<file path="src/hdl/half_step_stepper_driver_top_assert.svh">
// assertion macros for the half-step stepper driver
// no dependencies; included by modules that carry assertions
`ifndef HALF_STEP_STEPPER_DRIVER_TOP_ASSERT_SVH
`define HALF_STEP_STEPPER_DRIVER_TOP_ASSERT_SVH

`ifndef SYNTH
// checked property, disabled while reset is active
`define HSSD_ASSERT(label, prop, msg) \
    label: assert property (@(posedge clk) disable iff (!rst_n) prop) else $error(msg);
// checked property, also during reset
`define HSSD_ASSERT_ALWAYS(label, prop, msg) \
    label: assert property (@(posedge clk) prop) else $error(msg);
`else
`define HSSD_ASSERT(label, prop, msg)
`define HSSD_ASSERT_ALWAYS(label, prop, msg)
`endif

`endif

</file>
<file path="src/hdl/hssd_pkg.sv">
// types, codes and coil table for the half-step stepper driver
// no dependencies
`timescale 1ns / 1ps

package hssd_pkg;

    // phases of the half-step sequence
    localparam int PHASES  = 8;
    localparam int PHASE_W = $clog2(PHASES);

    // request type codes
    localparam logic [1:0] REQ_TICK = 2'd0;
    localparam logic [1:0] REQ_MOVE = 2'd1;
    localparam logic [1:0] REQ_OFF  = 2'd2;

    // configuration register indexes
    localparam int CFG_IDX_W = 1;
    localparam logic [CFG_IDX_W-1:0] CFG_STEPS_PER_REV = 1'd0;
    localparam logic [CFG_IDX_W-1:0] CFG_STEP_DELAY    = 1'd1;

    // configuration reset values
    localparam logic [15:0] STEPS_PER_REV_RST = 16'd1024;
    localparam logic [15:0] STEP_DELAY_RST    = 16'd58;

    typedef struct packed {
        logic [1:0]         req_type;
        logic signed [15:0] move_steps;
    } in_t;

    typedef struct packed {
        logic [3:0]  coils;
        logic        stepped;
        logic [15:0] position;
        logic [15:0] steps_remaining;
        logic        busy_res;
    } out_t;

    // request held in the input register
    typedef struct packed {
        logic valid;
        in_t  req;
    } stage_t;

    // coil pattern for one phase, bits 3..0
    function automatic logic [3:0] coil_pattern(input logic [PHASE_W-1:0] phase);
        logic [3:0] pat;
        case (phase)
            3'd0:    pat = 4'b1100;
            3'd1:    pat = 4'b1000;
            3'd2:    pat = 4'b1010;
            3'd3:    pat = 4'b0010;
            3'd4:    pat = 4'b0011;
            3'd5:    pat = 4'b0001;
            3'd6:    pat = 4'b0101;
            default: pat = 4'b0100;
        endcase
        return pat;
    endfunction

endpackage

</file>
<file path="src/hdl/half_step_stepper_driver_top.sv">
// half-step stepper driver: a request is held in the input register, its result
// in the result register; one request per cycle while results are taken; the
// state update is one pass between the input register and the result register
// reset (rst_n low, asynchronous) clears position, count, direction, elapsed
// time and coils, and loads steps per revolution 1024 and step delay 58 ms
// depends on hssd_pkg, hssd_req_stage, hssd_step_core, hssd_out_stage
`timescale 1ns / 1ps

module half_step_stepper_driver_top
(
    input  logic                           clk,
    input  logic                           rst_n,
    input  logic                           request_valid,
    output logic                           request_ready,
    input  hssd_pkg::in_t                  request,
    output logic                           result_valid,
    input  logic                           result_ready,
    output hssd_pkg::out_t                 result,
    input  logic                           cfg_we,
    input  logic [hssd_pkg::CFG_IDX_W-1:0] cfg_index,
    input  logic [15:0]                    cfg_data
);
    import hssd_pkg::*;

    stage_t stage;
    out_t   res;
    logic   advance;

    // input register
    hssd_req_stage u_req_stage
    (
        .clk           (clk),
        .rst_n         (rst_n),
        .request_valid (request_valid),
        .request_ready (request_ready),
        .request       (request),
        .advance       (advance),
        .stage         (stage)
    );

    // motor state and step logic
    hssd_step_core u_step_core
    (
        .clk       (clk),
        .rst_n     (rst_n),
        .cfg_we    (cfg_we),
        .cfg_index (cfg_index),
        .cfg_data  (cfg_data),
        .stage     (stage),
        .advance   (advance),
        .res       (res)
    );

    // result register
    hssd_out_stage u_out_stage
    (
        .clk          (clk),
        .rst_n        (rst_n),
        .stage        (stage),
        .res          (res),
        .advance      (advance),
        .result_valid (result_valid),
        .result_ready (result_ready),
        .result       (result)
    );

endmodule

</file>
<file path="src/hdl/hssd_req_stage.sv">
// input register stage: holds one accepted request
// depends on hssd_pkg
`timescale 1ns / 1ps

module hssd_req_stage
(
    input  logic           clk,
    input  logic           rst_n,
    input  logic           request_valid,
    output logic           request_ready,
    input  hssd_pkg::in_t  request,
    input  logic           advance,
    output hssd_pkg::stage_t stage
);
    import hssd_pkg::*;

    logic valid_reg;
    logic valid_next;
    in_t  req_reg;
    logic take;

    // accept a new request when the stage is empty or moving on
    assign request_ready = !valid_reg || advance;
    assign take          = request_valid && request_ready;

    always_comb
    begin
        valid_next = valid_reg;
        if (request_ready)
        begin
            valid_next = request_valid;
        end
    end

    always_ff @(posedge clk or negedge rst_n)
    begin
        if (!rst_n)
        begin
            valid_reg <= 1'b0;
        end
        else
        begin
            valid_reg <= valid_next;
        end
    end

    // payload register, no reset
    always_ff @(posedge clk)
    begin
        if (take)
        begin
            req_reg <= request;
        end
    end

    assign stage.valid = valid_reg;
    assign stage.req   = req_reg;

endmodule

</file>
<file path="src/hdl/hssd_step_core.sv">
// motor state, configuration registers and step logic
// depends on hssd_pkg and half_step_stepper_driver_top_assert.svh
`timescale 1ns / 1ps

module hssd_step_core
(
    input  logic                             clk,
    input  logic                             rst_n,
    input  logic                             cfg_we,
    input  logic [hssd_pkg::CFG_IDX_W-1:0]   cfg_index,
    input  logic [15:0]                      cfg_data,
    input  hssd_pkg::stage_t                 stage,
    input  logic                             advance,
    output hssd_pkg::out_t                   res
);
    import hssd_pkg::*;
    `include "half_step_stepper_driver_top_assert.svh"

    logic [15:0] spr_reg,      spr_next;
    logic [15:0] delay_reg,    delay_next;
    logic [15:0] position_reg, position_next;
    logic [15:0] remaining_reg, remaining_next;
    logic        forward_reg,  forward_next;
    logic [15:0] elapsed_reg,  elapsed_next;
    logic [3:0]  coil_reg,     coil_next;

    logic        fire;
    logic        is_tick;
    logic        is_move;
    logic        is_off;
    logic [15:0] raw;
    logic [15:0] el_sel;
    logic [15:0] rem_sel;
    logic        fwd_sel;
    logic [15:0] last_pos;
    logic [15:0] step_pos;
    logic        do_step;

    assign fire    = stage.valid && advance;
    assign raw     = stage.req.move_steps;
    assign is_tick = (stage.req.req_type == REQ_TICK);
    assign is_move = (stage.req.req_type == REQ_MOVE);
    assign is_off  = (stage.req.req_type == REQ_OFF);

    // configuration write decode
    always_comb
    begin
        spr_next   = spr_reg;
        delay_next = delay_reg;
        if (cfg_we)
        begin
            unique case (cfg_index)
                CFG_STEPS_PER_REV: spr_next   = cfg_data;
                CFG_STEP_DELAY:    delay_next = cfg_data;
                default:           ;
            endcase
        end
    end

    // elapsed count after a tick, saturating
    assign el_sel = (is_tick && elapsed_reg != 16'hFFFF) ? elapsed_reg + 16'd1 : elapsed_reg;

    // move command loads the magnitude and the direction
    always_comb
    begin
        rem_sel = remaining_reg;
        fwd_sel = forward_reg;
        if (is_move)
        begin
            rem_sel = raw[15] ? (~raw + 16'd1) : raw;
            if (raw != 16'd0)
            begin
                fwd_sel = !raw[15];
            end
        end
    end

    // step decision and next position, zero span wraps at 65536
    assign do_step  = (is_tick || is_move) && (rem_sel != 16'd0) && (el_sel >= delay_reg);
    assign last_pos = spr_reg - 16'd1;

    always_comb
    begin
        if (fwd_sel)
        begin
            step_pos = (position_reg >= last_pos) ? 16'd0 : position_reg + 16'd1;
        end
        else
        begin
            step_pos = (position_reg == 16'd0) ? last_pos : position_reg - 16'd1;
        end
    end

    // state update for the request in the input register
    always_comb
    begin
        position_next  = position_reg;
        remaining_next = rem_sel;
        forward_next   = fwd_sel;
        elapsed_next   = el_sel;
        coil_next      = coil_reg;
        if (do_step)
        begin
            position_next  = step_pos;
            remaining_next = rem_sel - 16'd1;
            elapsed_next   = 16'd0;
            coil_next      = coil_pattern(step_pos[PHASE_W-1:0]);
        end
        else if (is_off)
        begin
            coil_next = 4'd0;
        end
    end

    always_ff @(posedge clk or negedge rst_n)
    begin
        if (!rst_n)
        begin
            spr_reg       <= STEPS_PER_REV_RST;
            delay_reg     <= STEP_DELAY_RST;
            position_reg  <= 16'd0;
            remaining_reg <= 16'd0;
            forward_reg   <= 1'b0;
            elapsed_reg   <= 16'd0;
            coil_reg      <= 4'd0;
        end
        else
        begin
            spr_reg   <= spr_next;
            delay_reg <= delay_next;
            if (fire)
            begin
                position_reg  <= position_next;
                remaining_reg <= remaining_next;
                forward_reg   <= forward_next;
                elapsed_reg   <= elapsed_next;
                coil_reg      <= coil_next;
            end
        end
    end

    // result reflects the state after this request
    assign res.coils           = coil_next;
    assign res.stepped         = do_step;
    assign res.position        = position_next;
    assign res.steps_remaining = remaining_next;
    assign res.busy_res        = (remaining_next != 16'd0);

    // checks
    `HSSD_ASSERT(a_step_clears_elapsed, (fire && do_step) |=> (elapsed_reg == 16'd0),
                 "step did not clear elapsed count")
    `HSSD_ASSERT(a_step_drives_coils, (fire && do_step) |=> (coil_reg != 4'd0),
                 "step left coils off")
    `HSSD_ASSERT(a_step_counts_down,
                 (fire && do_step) |=> (remaining_reg == $past(rem_sel) - 16'd1),
                 "remaining count not decremented")
    `HSSD_ASSERT(a_remaining_bound, remaining_reg <= 16'h8000, "remaining count out of range")

endmodule

</file>
<file path="src/hdl/hssd_out_stage.sv">
// result register stage toward the consumer
// depends on hssd_pkg
`timescale 1ns / 1ps

module hssd_out_stage
(
    input  logic             clk,
    input  logic             rst_n,
    input  hssd_pkg::stage_t stage,
    input  hssd_pkg::out_t   res,
    output logic             advance,
    output logic             result_valid,
    input  logic             result_ready,
    output hssd_pkg::out_t   result
);
    import hssd_pkg::*;

    logic valid_reg;
    logic valid_next;
    out_t result_reg;

    // the pipeline moves when the result register is free or being taken
    assign advance = !valid_reg || result_ready;

    always_comb
    begin
        valid_next = valid_reg;
        if (advance)
        begin
            valid_next = stage.valid;
        end
    end

    always_ff @(posedge clk or negedge rst_n)
    begin
        if (!rst_n)
        begin
            valid_reg <= 1'b0;
        end
        else
        begin
            valid_reg <= valid_next;
        end
    end

    // payload register, no reset
    always_ff @(posedge clk)
    begin
        if (advance && stage.valid)
        begin
            result_reg <= res;
        end
    end

    assign result_valid = valid_reg;
    assign result       = result_reg;

endmodule

</file>
<file path="config.mk">
export PLATFORM = sky130hd
export DESIGN_NAME = half_step_stepper_driver_top
export DESIGN_NICKNAME = d
export VERILOG_FILES = /design/src/hdl/hssd_pkg.sv /design/src/hdl/half_step_stepper_driver_top.sv /design/src/hdl/hssd_req_stage.sv /design/src/hdl/hssd_step_core.sv /design/src/hdl/hssd_out_stage.sv
export VERILOG_INCLUDE_DIRS = /design/src /design/src/hdl
export SDC_FILE = /design/constraint.sdc
export NUM_CORES = 1
export LEC_CHECK = 0
export BUFFER_PORTS_ARGS = -buffer_cell sky130_fd_sc_hd__clkbuf_2
export CORE_AREA = 2 2 125 127
export DETAILED_ROUTE_END_ITERATION = 7
export DIE_AREA = 0 0 127 129
export PLACE_DENSITY = 0.87
export RECOVER_POWER = 25
export SLEW_MARGIN = 40
export SYNTH_ARGS = -nofsm -noshare
export SYNTH_HDL_FRONTEND = slang
export SYNTH_SLANG_ARGS = --single-unit
</file>
<file path="constraint.sdc">
create_clock -name clk -period 5.9 [get_ports clk]
set_input_delay 1.18 -clock clk [delete_from_list [all_inputs] [get_ports clk]]
set_output_delay 1.18 -clock clk [all_outputs]
set_load 0.02 [all_outputs]
</file>
* Word level (Yosys, flattened, before mapping)
Cells that the tools add are included.
W data, S select, Z words.
** Storage, ports and cells
- Bits in registers :: 143
- Input port bits :: 40
- Output and inout port bits :: 40
** Operators by class
- Add/sub/neg operators :: 6
- Magnitude comparators :: 2
- Eq/ne operators :: 9
- Mux-type cells :: 14
- Bitwise operators :: 2
- Reduce and logical (&&, ||, !) cells :: 19
** Operators with widths (number)
- $mux W16 :: 9
- $add A16 B1 Y16 const B :: 3
- $reduce_bool A16 Y1 :: 3
- $sub A16 B1 Y16 const B :: 3
- $ge A16 B16 Y1 :: 2
- $pmux W4 S7 :: 1
- $logic_not A16 Y1 :: 1
- $ne A16 B16 Y1 const B :: 1
- $not A16 Y16 :: 1
- $eq A3 B3 Y1 const B :: 3
- $mux W4 :: 2
- $eq A3 B2 Y1 const B :: 2
- $logic_and A1 B1 Y1 :: 5
- $reduce_and A2 Y1 :: 2
- $eq A3 B1 Y1 const B :: 1
- $logic_not A1 Y1 :: 3
- $logic_not A3 Y1 :: 1
- $logic_or A1 B1 Y1 :: 3
- $eq A2 B1 Y1 const B :: 1
- $eq A2 B2 Y1 const B :: 1
- $logic_not A2 Y1 :: 1
- $mux W1 :: 2
- $not A1 Y1 :: 1

* Depth between registers and ports, before layout
Gate-level depths: netlist of the first run.
- Depth in word-level cells :: 9
- Depth in mapped cells :: 24

* Hierarchy
Synthesis of the first run repeated with hierarchy kept, for this count alone.
** Second synthesis, totals
- Cell total of the unflattened synthesis :: 835
- Area, all modules :: 8618.3 um^2
** Modules (own cells, without submodules)
- hssd_step_core :: instances 1, cells each 770, area an instance 6821.5 um^2
- hssd_out_stage :: instances 1, cells each 42, area an instance 1194.9 um^2
- hssd_req_stage :: instances 1, cells each 23, area an instance 601.8 um^2

* Least setup slack after synthesis of the first run
No wires, ideal clock.
- Path type :: register to register
- Start :: register u_step_core.elapsed_reg[4]
- End :: register u_out_stage.result_reg, in the netlist u_out_stage.result[0], data pin
- Setup time :: 272 ps
- Arrival :: 5155 ps
- Data required time :: 5628 ps
- Slack :: 474 ps
- Cell stages (with the launch flop) :: 21
- Buffers on the path :: 1
- Path through :: dfrtp_1 clkbuf_1 nand4_1 nor2_1 nand4_1 nor3_1 nor3_1 nand3_1 or2_2 nor2_1 xor2_1 ha_1 a211oi_1 or3_2 o31ai_1 nand2_1 o41a_1 a41oi_1 o2111ai_1 or4_1 or4_1
** RTL lines
- start: declaration :: line hssd_step_core.sv:24 : logic [15:0] elapsed_reg, elapsed_next;
- start signal: assignment :: line hssd_step_core.sv:136 : elapsed_reg <= elapsed_next;
- end signal: assignment :: line hssd_out_stage.sv:51 : result_reg <= res;
- end: declaration :: line hssd_out_stage.sv:20 : out_t result_reg;

==> impl_metrics.toml, run 1 <==
[logic_synthesis]
seq_area_frac_synth = 0.4478
ys_types = 76
yosys.area.top_type = "dfrtp_1"
synth_area_leaders = "dfrtp_1 (24%), edfxtp_1 (19%), mux2_2 (6.4%)"
synth_nets = 942
synthCells = 863
syn-cell-area_um2 = 8631
async_flop_share = 0.6084
ys_seq_elements = 143
synth_top_area_share = 0.2378
ys.flop_type = "dfrtp_1"
synth_edf_count = 56
yosys_warnings = 0
syn_area_per_cell_um2 = 10.00

[critical_path]
cp-start-kind = "flop"
criticalPathCategory = "reg2reg"
endpoint_kind = "flop"
critPathMaxFanout = 17
cp.required_ns = 6.07
arrival_ns = 5.64

[clock_network]
cts_buffers = 17
h-tree-depth = 4
clk-insertion-delay-late_ns = 0.43
cts.reportedPaths.clkPinSlew_ns = 0.06
max-clock-path-buffers = 2
cts_root_buffer = "clkbuf_16"
cts.sinks = 143
cts_tree = "yes"

[sta]
hold_viol = 0
clock.fmax_mhz = 182.7
period_needed_ns = 5.475
slew_headroom = -1.090
holdWs_ns = 0.4799
slew_violations = 71
worst_slack_ns = 0.4250
setup_viol = 0
fin_crit_sh = 0.9280
worstMarginPinSlew_ns = 3.135
fin_skew_ns = 0.009908

[final_layout]
areaGrowthSynthToFinish_pct = 12.53
utilization = 0.6485
insertedDiodeCount = 0
finalNetCount = 1006
largest_register_ffs = 38
layout.cells.non_filler = 1128
fillers = 1144
drive_gt1_frac = 0.2170

[place]
dp.cells = 1096
gp_congestion = 0.9341
dpl_worst_slack_ns = -0.07549
dp_hpwl_um = 13750
portBuffers = 79

[routing]
drc = 0
avgRoutedWirePerCell_um = 17.45
vias_per_cell = 6.058
initialDrtViolationCount = 633
drt_wl_total_um = 19680
firstDrtPassIters = 5
ant_nets = 0
vias = 6833

[power]
p_leak_nw = 4.162
peakVddDrop_mv = 0.1940
powerDensity_nw_per_um2 = 320.5
power_mw = 3.112

[die]
die_w_um = 127
io_pins = 80
rows = 45
start_util = 0.5763
coreArea_um2 = 14980
fp.dieH_um = 129
die_area_um2 = 16380

[run]
maxCapViolCount = 1

[outcome]
status = "finished, violations left"
violations = "capacitance limit, slew limit"

[global_route]
track_usage = 0.2496
grt_pass1_vias = 6476
grt_antenna_before_repair = 0
grt_pass1_wl_um = 32280
grt_max_degree = 71
overflow = 0

[worst_hold_path]
hp-class = "reg2reg"
-- power by group --
group	internal [mW]	total (mW)	switching (mW)
clock	0.573	0.999	0.426
sequential	1.17	1.27	0.102
combinational	0.331	0.840	0.509
total	2.08	3.11	1.04
-- routing by layer --
metal | vias to the layer above | GRT usage | wire length, µm
met2 | 253 | 0.3978 | 9129
li1 | 3259 | - | -
met5 | - | 0 | 0
met1 | 3272 | 0.3382 | 8782
met3 | 49 | 0.05031 | 1237
met4 | 0 | 0.1008 | 531
-- path summary, 6_finish.rpt --
kind / start / end / slack, ns / depth (start not counted)
setup / recovery: u_step_core.elapsed_reg[4] / u_out_stage.result[0] / 0.43 / 21
hold / removal: u_step_core.remaining_reg[7] / u_step_core.remaining_reg[7] / 0.48 / 2
setup reg to reg: u_step_core.elapsed_reg[4] / u_out_stage.result[0] / 0.43 / 21
hold reg to reg: u_step_core.remaining_reg[7] / u_step_core.remaining_reg[7] / 0.48 / 2
max in group asynchronous: rst_n / u_step_core.position_reg[5] / 1.35 / 2
min in group asynchronous: rst_n / u_step_core.delay_reg[10] / 0.89 / 1
-- layout make-up --
type                    count  area (µm²)  area share
clock buffers              20       467.9     0.04818
clock inverters            12       82.58    0.008503
inverters                  41       153.9     0.01585
multi-input cells         633        4425      0.4557
flip-flops and latches    143        3865      0.3980
well taps                 188       235.2     0.02422
repair buffers             91       481.7     0.04960
-- cell usage after synthesis, types with 5 or more instances --
library cell / count
a211oi_1: 6
o21ai_0: 64
dfstp_2: 5
nor3b_1: 8
mux2i_1: 18
mux2_2: 49
nor4_1: 13
buf_1: 6
edfxtp_1: 56
nand3_1: 23
nand2_1: 109
or3_1: 8
a21oi_1: 32
and2_1: 5
dfrtp_1: 82
xnor2_1: 31
inv_1: 39
ha_1: 39
a21o_1: 6
nor2b_1: 7
nor2_1: 43
and3_1: 8
o31ai_1: 13
a22o_1: 13
xor2_1: 25
or4_1: 10
nand2b_1: 13
nand4_1: 10
clkbuf_1: 29
nor3_1: 17
-- layout by cell type, fill, tap and decap left out, drive strengths merged, types with 3 or more instances in the layout --
cell,count
a211oi,6
a21o,7
a21oi,32
a22o,13
a31oi,3
a41oi,3
and2,5
and3,8
buf,10
clkbuf,100
clkinv,7
dfrtp,82
dfstp,5
edfxtp,56
ha,39
inv,44
mux2,49
mux2i,19
nand2,109
nand2b,13
nand3,23
nand4,10
nor2,43
nor2b,7
nor3,19
nor3b,8
nor4,14
o21ai,67
o31ai,14
o32ai,3
o41ai,6
or2,4
or3,10
or4,11
xnor2,31
xor2,25
-- cell families (layout without fill, tap and decap cells) --
logic type               count (synthesis)  count (layout)  share of synthesized area
AO/OA/AOI/OAI                          179             179                     0.1369
XOR/XNOR                                56              56                    0.05683
adder cells (fa/ha/maj)                 39              39                    0.05654
buffers and inverters                   87             164                    0.04552
flip-flops                             143             143                     0.4478
multiplexers                            68              68                    0.08742
AND/OR/NAND/NOR                        291             291                     0.1690
-- stage by stage --
stage | area, µm² | TNS [ns]
final | 9712 | 0
after global routing | 9712 | -0.001571
after CTS | 9682 | 0
after detailed placement | 9126 | -0.07549
after global placement | 9123 | 0
after floorplan | 8631 | 0
-- worst max-delay path: stages (launching register included) --
cell and delay [ns]:
dfrtp_1 0.47, nand4_1 0.21, nor2_1 0.22, nand4_1 0.19, nor3_1 0.38, nor3_4 0.12, nand4_1 0.25, inv_1 0.10
nand2_1 0.12, xnor2_1 0.10, ha_1 0.23, a2111oi_0 0.30, o21ai_0 0.22, a221oi_2 0.41, o31a_1 0.27, a31o_1 0.16
inv_2 0.06, buf_4 0.20, nor2_1 0.17, o2111ai_1 0.15, or4_1 0.40, or4_1 0.47
-- what timing repair did --
item	4_1_cts	5_1_grt
setup buffers	0	0
gates resized for setup	1	7
gates cloned	0	0
hold buffers	0	0
hold endpoints to repair	0	0
setup endpoints to repair	1	1
pin swaps	0	0
No activity file was read; power rests on OpenSTA's default activity.
==> run 2, diff against run 1 <==
--- a/config.mk
+++ b/config.mk
@@ -7,6 +7,7 @@
 export NUM_CORES = 1
 export LEC_CHECK = 0
 export BUFFER_PORTS_ARGS = -buffer_cell sky130_fd_sc_hd__clkbuf_2
+export CAP_MARGIN = 20
 export CORE_AREA = 2 2 125 127
 export DETAILED_ROUTE_END_ITERATION = 7
 export DIE_AREA = 0 0 127 129
@@ -15,4 +16,5 @@
 export SLEW_MARGIN = 40
 export SYNTH_ARGS = -nofsm -noshare
 export SYNTH_HDL_FRONTEND = slang
+export SYNTH_HIERARCHICAL = 1
 export SYNTH_SLANG_ARGS = --single-unit
==> impl_metrics.toml, run 2 <==
[logic_synthesis]
synth_nets = 914
ys_top_cells_by_count = "nand2_1 (84), dfrtp_1 (82), o21ai_0 (60), edfxtp_1 (56), mux2_2 (55)"
synthCells = 835
syn-cell-area_um2 = 8618
synth_area_leaders = "dfrtp_1 (24%), edfxtp_1 (20%), mux2_2 (7.2%)"
synth_top_area_share = 0.2381
yosys_warnings = 6
ys.flop_type = "dfrtp_1"
synth_edf_count = 56
yosys.area.top_type = "dfrtp_1"
ys_types = 66
seq_area_frac_synth = 0.4485
synth_most_common_cell = "nand2_1"
async_flop_share = 0.6084
ys_seq_elements = 143
syn_area_per_cell_um2 = 10.32

[global_route]
track_usage = 0.2580
grt_pass1_wl_um = 33650
overflow = 0
grt_pass1_vias = 6685
grt_antenna_before_repair = 0
grt_max_degree = 62

[outcome]
status = "finished, violations left"
violations = "capacitance limit, slew limit"

[final_layout]
stdcell_area_um2 = 9699
layout_common_cells = "nand2_1 (84), dfrtp_1 (82), clkbuf_2 (76)"
insertedDiodeCount = 0
finalNetCount = 980
final_common_cell = "nand2_1"
fillers = 1179
largest_register_ffs = 38
areaGrowthSynthToFinish_pct = 12.54
drive_gt1_frac = 0.2112

[sta]
worst_slack_ns = 0.4734
fin_skew_ns = 0.008997
hold_viol = 0
slew_violations = 62
setup-tns-final_ns = 0
period_needed_ns = 5.427
slew_headroom = -1.270
clock.fmax_mhz = 184.3
rsz0062_at_grt = "no"
setup_viol = 0
fin_crit_sh = 0.9198
worstMarginPinSlew_ns = 3.405

[clock_network]
cts.sinks = 143
post_cts_buffers = 0
cts_root_buffer = "clkbuf_16"
max-clock-path-buffers = 2
clk-insertion-delay-late_ns = 0.42
cts_buffers = 17
cts_tree = "yes"
holdBufCountCts = 0
cts.reportedPaths.clkPinSlew_ns = 0.06
post_cts_resized = 0
h-tree-depth = 4

[place]
dpl_worst_slack_ns = 0.3863
gp_congestion = 0.9301
portBuffers = 79
placed_cell_area_um2 = 9126
dp_hpwl_um = 14210

[critical_path]
criticalPathCategory = "reg2reg"
r2r_slack_ns = 0.47
crit_end = "u_out_stage/result[0]"
endpoint_kind = "flop"
timing.rr.start = "u_step_core/elapsed_reg[4]"
cp.required_ns = 6.07
critPathMaxFanout = 29
worstSetupStartpoint = "u_step_core/elapsed_reg[4]"
ff2ff_path_depth = 21
cp-start-kind = "flop"
reg2reg_to = "u_out_stage/result[0]"
arrival_ns = 5.59

[routing]
vias = 6769
avgRoutedWirePerCell_um = 18.33
vias_per_cell = 6.142
ant_nets = 0
drt_wl_total_um = 20200
firstDrtPassIters = 5
initialDrtViolationCount = 567
drc = 0

[power]
powerDensity_nw_per_um2 = 360.5
peakVddDrop_mv = 0.1957
p_leak_nw = 4.229

[run]
maxCapViolCount = 1

[die]
die_area_um2 = 16380
die_w_um = 127
coreArea_um2 = 14980
rows = 45
fp.dieH_um = 129
start_util = 0.5754
io_pins = 80

[worst_hold_path]
hp-class = "reg2reg"
[run 2: cell types whose count changed in the layout (fill, tap and decap cells not counted), moves of 5 or more]
cell / change
buf_4: -5
or4_1: -5
nand3_1: -5
o21ai_0: -5
a31oi_1: +6
and3_1: +8
xnor2_1: +6
nor3_1: +8
a22o_1: +7
nand2_1: -25
mux2_2: +6
[run 2: routing by layer]
metal / GRT usage / share of wire
met1: 0.3468 / 0.43
met5: 0 / 0
met2: 0.4168 / 0.47
met3: 0.04948 / 0.066
met4: 0.1041 / 0.030
[run 2: cell type report]
type,instances,area (µm²),area share
clock buffers,21,504.2,0.05199
clock inverters,11,96.34,0.009933
inverters,36,135.1,0.01393
multi-input cells,617,4427,0.4564
flip-flops and latches,143,3865,0.3985
well taps,188,235.2,0.02425
repair buffers,86,436.7,0.04502
[run 2: per-stage QoR]
step	instances	power, mW	util	hold slack [ns]
floorplan	835	2.122	-	0.4464
global route	1102	3.686	0.6476	0.5008
global placement	1070	2.367	0.6090	0.4616
finish	1102	3.496	0.6476	0.4849
detailed placement	1070	2.404	0.6094	0.4709
CTS	1102	3.497	0.6495	0.4840
[run 2: worst min-delay path by stage]
stage,depth (start not counted),startpoint,to
finish,2,u_step_core/remaining_reg[6],u_step_core/remaining_reg[6]
CTS,2,u_step_core/remaining_reg[5],u_step_core/remaining_reg[5]
global route,2,u_step_core/remaining_reg[6],u_step_core/remaining_reg[6]
detailed placement,2,u_step_core/remaining_reg[5],u_step_core/remaining_reg[5]
floorplan,2,u_step_core/remaining_reg[6],u_step_core/remaining_reg[6]
global placement,2,u_step_core/remaining_reg[6],u_step_core/remaining_reg[6]
[run 2: cell families (layout without fill, tap and decap cells)]
family	count (synthesis)	count (layout)	share of synthesized area
compound gates	173	173	0.1344
xor+xnor	67	67	0.06896
fa+ha+maj	39	39	0.05662
buf+inv	75	154	0.03688
flops	143	143	0.4485
mux	74	74	0.09393
simple gates	264	264	0.1607
[run 2: report_power, final]
part	switching, mW	internal (mW)
clock	0.428	0.657
sequential	0.134	1.19
combinational	0.633	0.456
total	1.20	2.30
[run 2: worst max-delay path, cell delays in order (launching register included)]
cell and delay, ns:
dfrtp_1 0.44, nand2_1 0.13, nor2_1 0.09, nand4_1 0.11, nor3_1 0.08, a311oi_2 0.53
nand3_1 0.21, nor3_1 0.50, and3_1 0.29, xor2_1 0.16, ha_1 0.26, a21o_1 0.17
a211o_1 0.30, a31oi_1 0.15, nor3_1 0.06, o21ai_1 0.30, a31o_4 0.36, inv_2 0.28
a2bb2oi_1 0.30, and2_1 0.16, and4_1 0.19, nand3_1 0.07
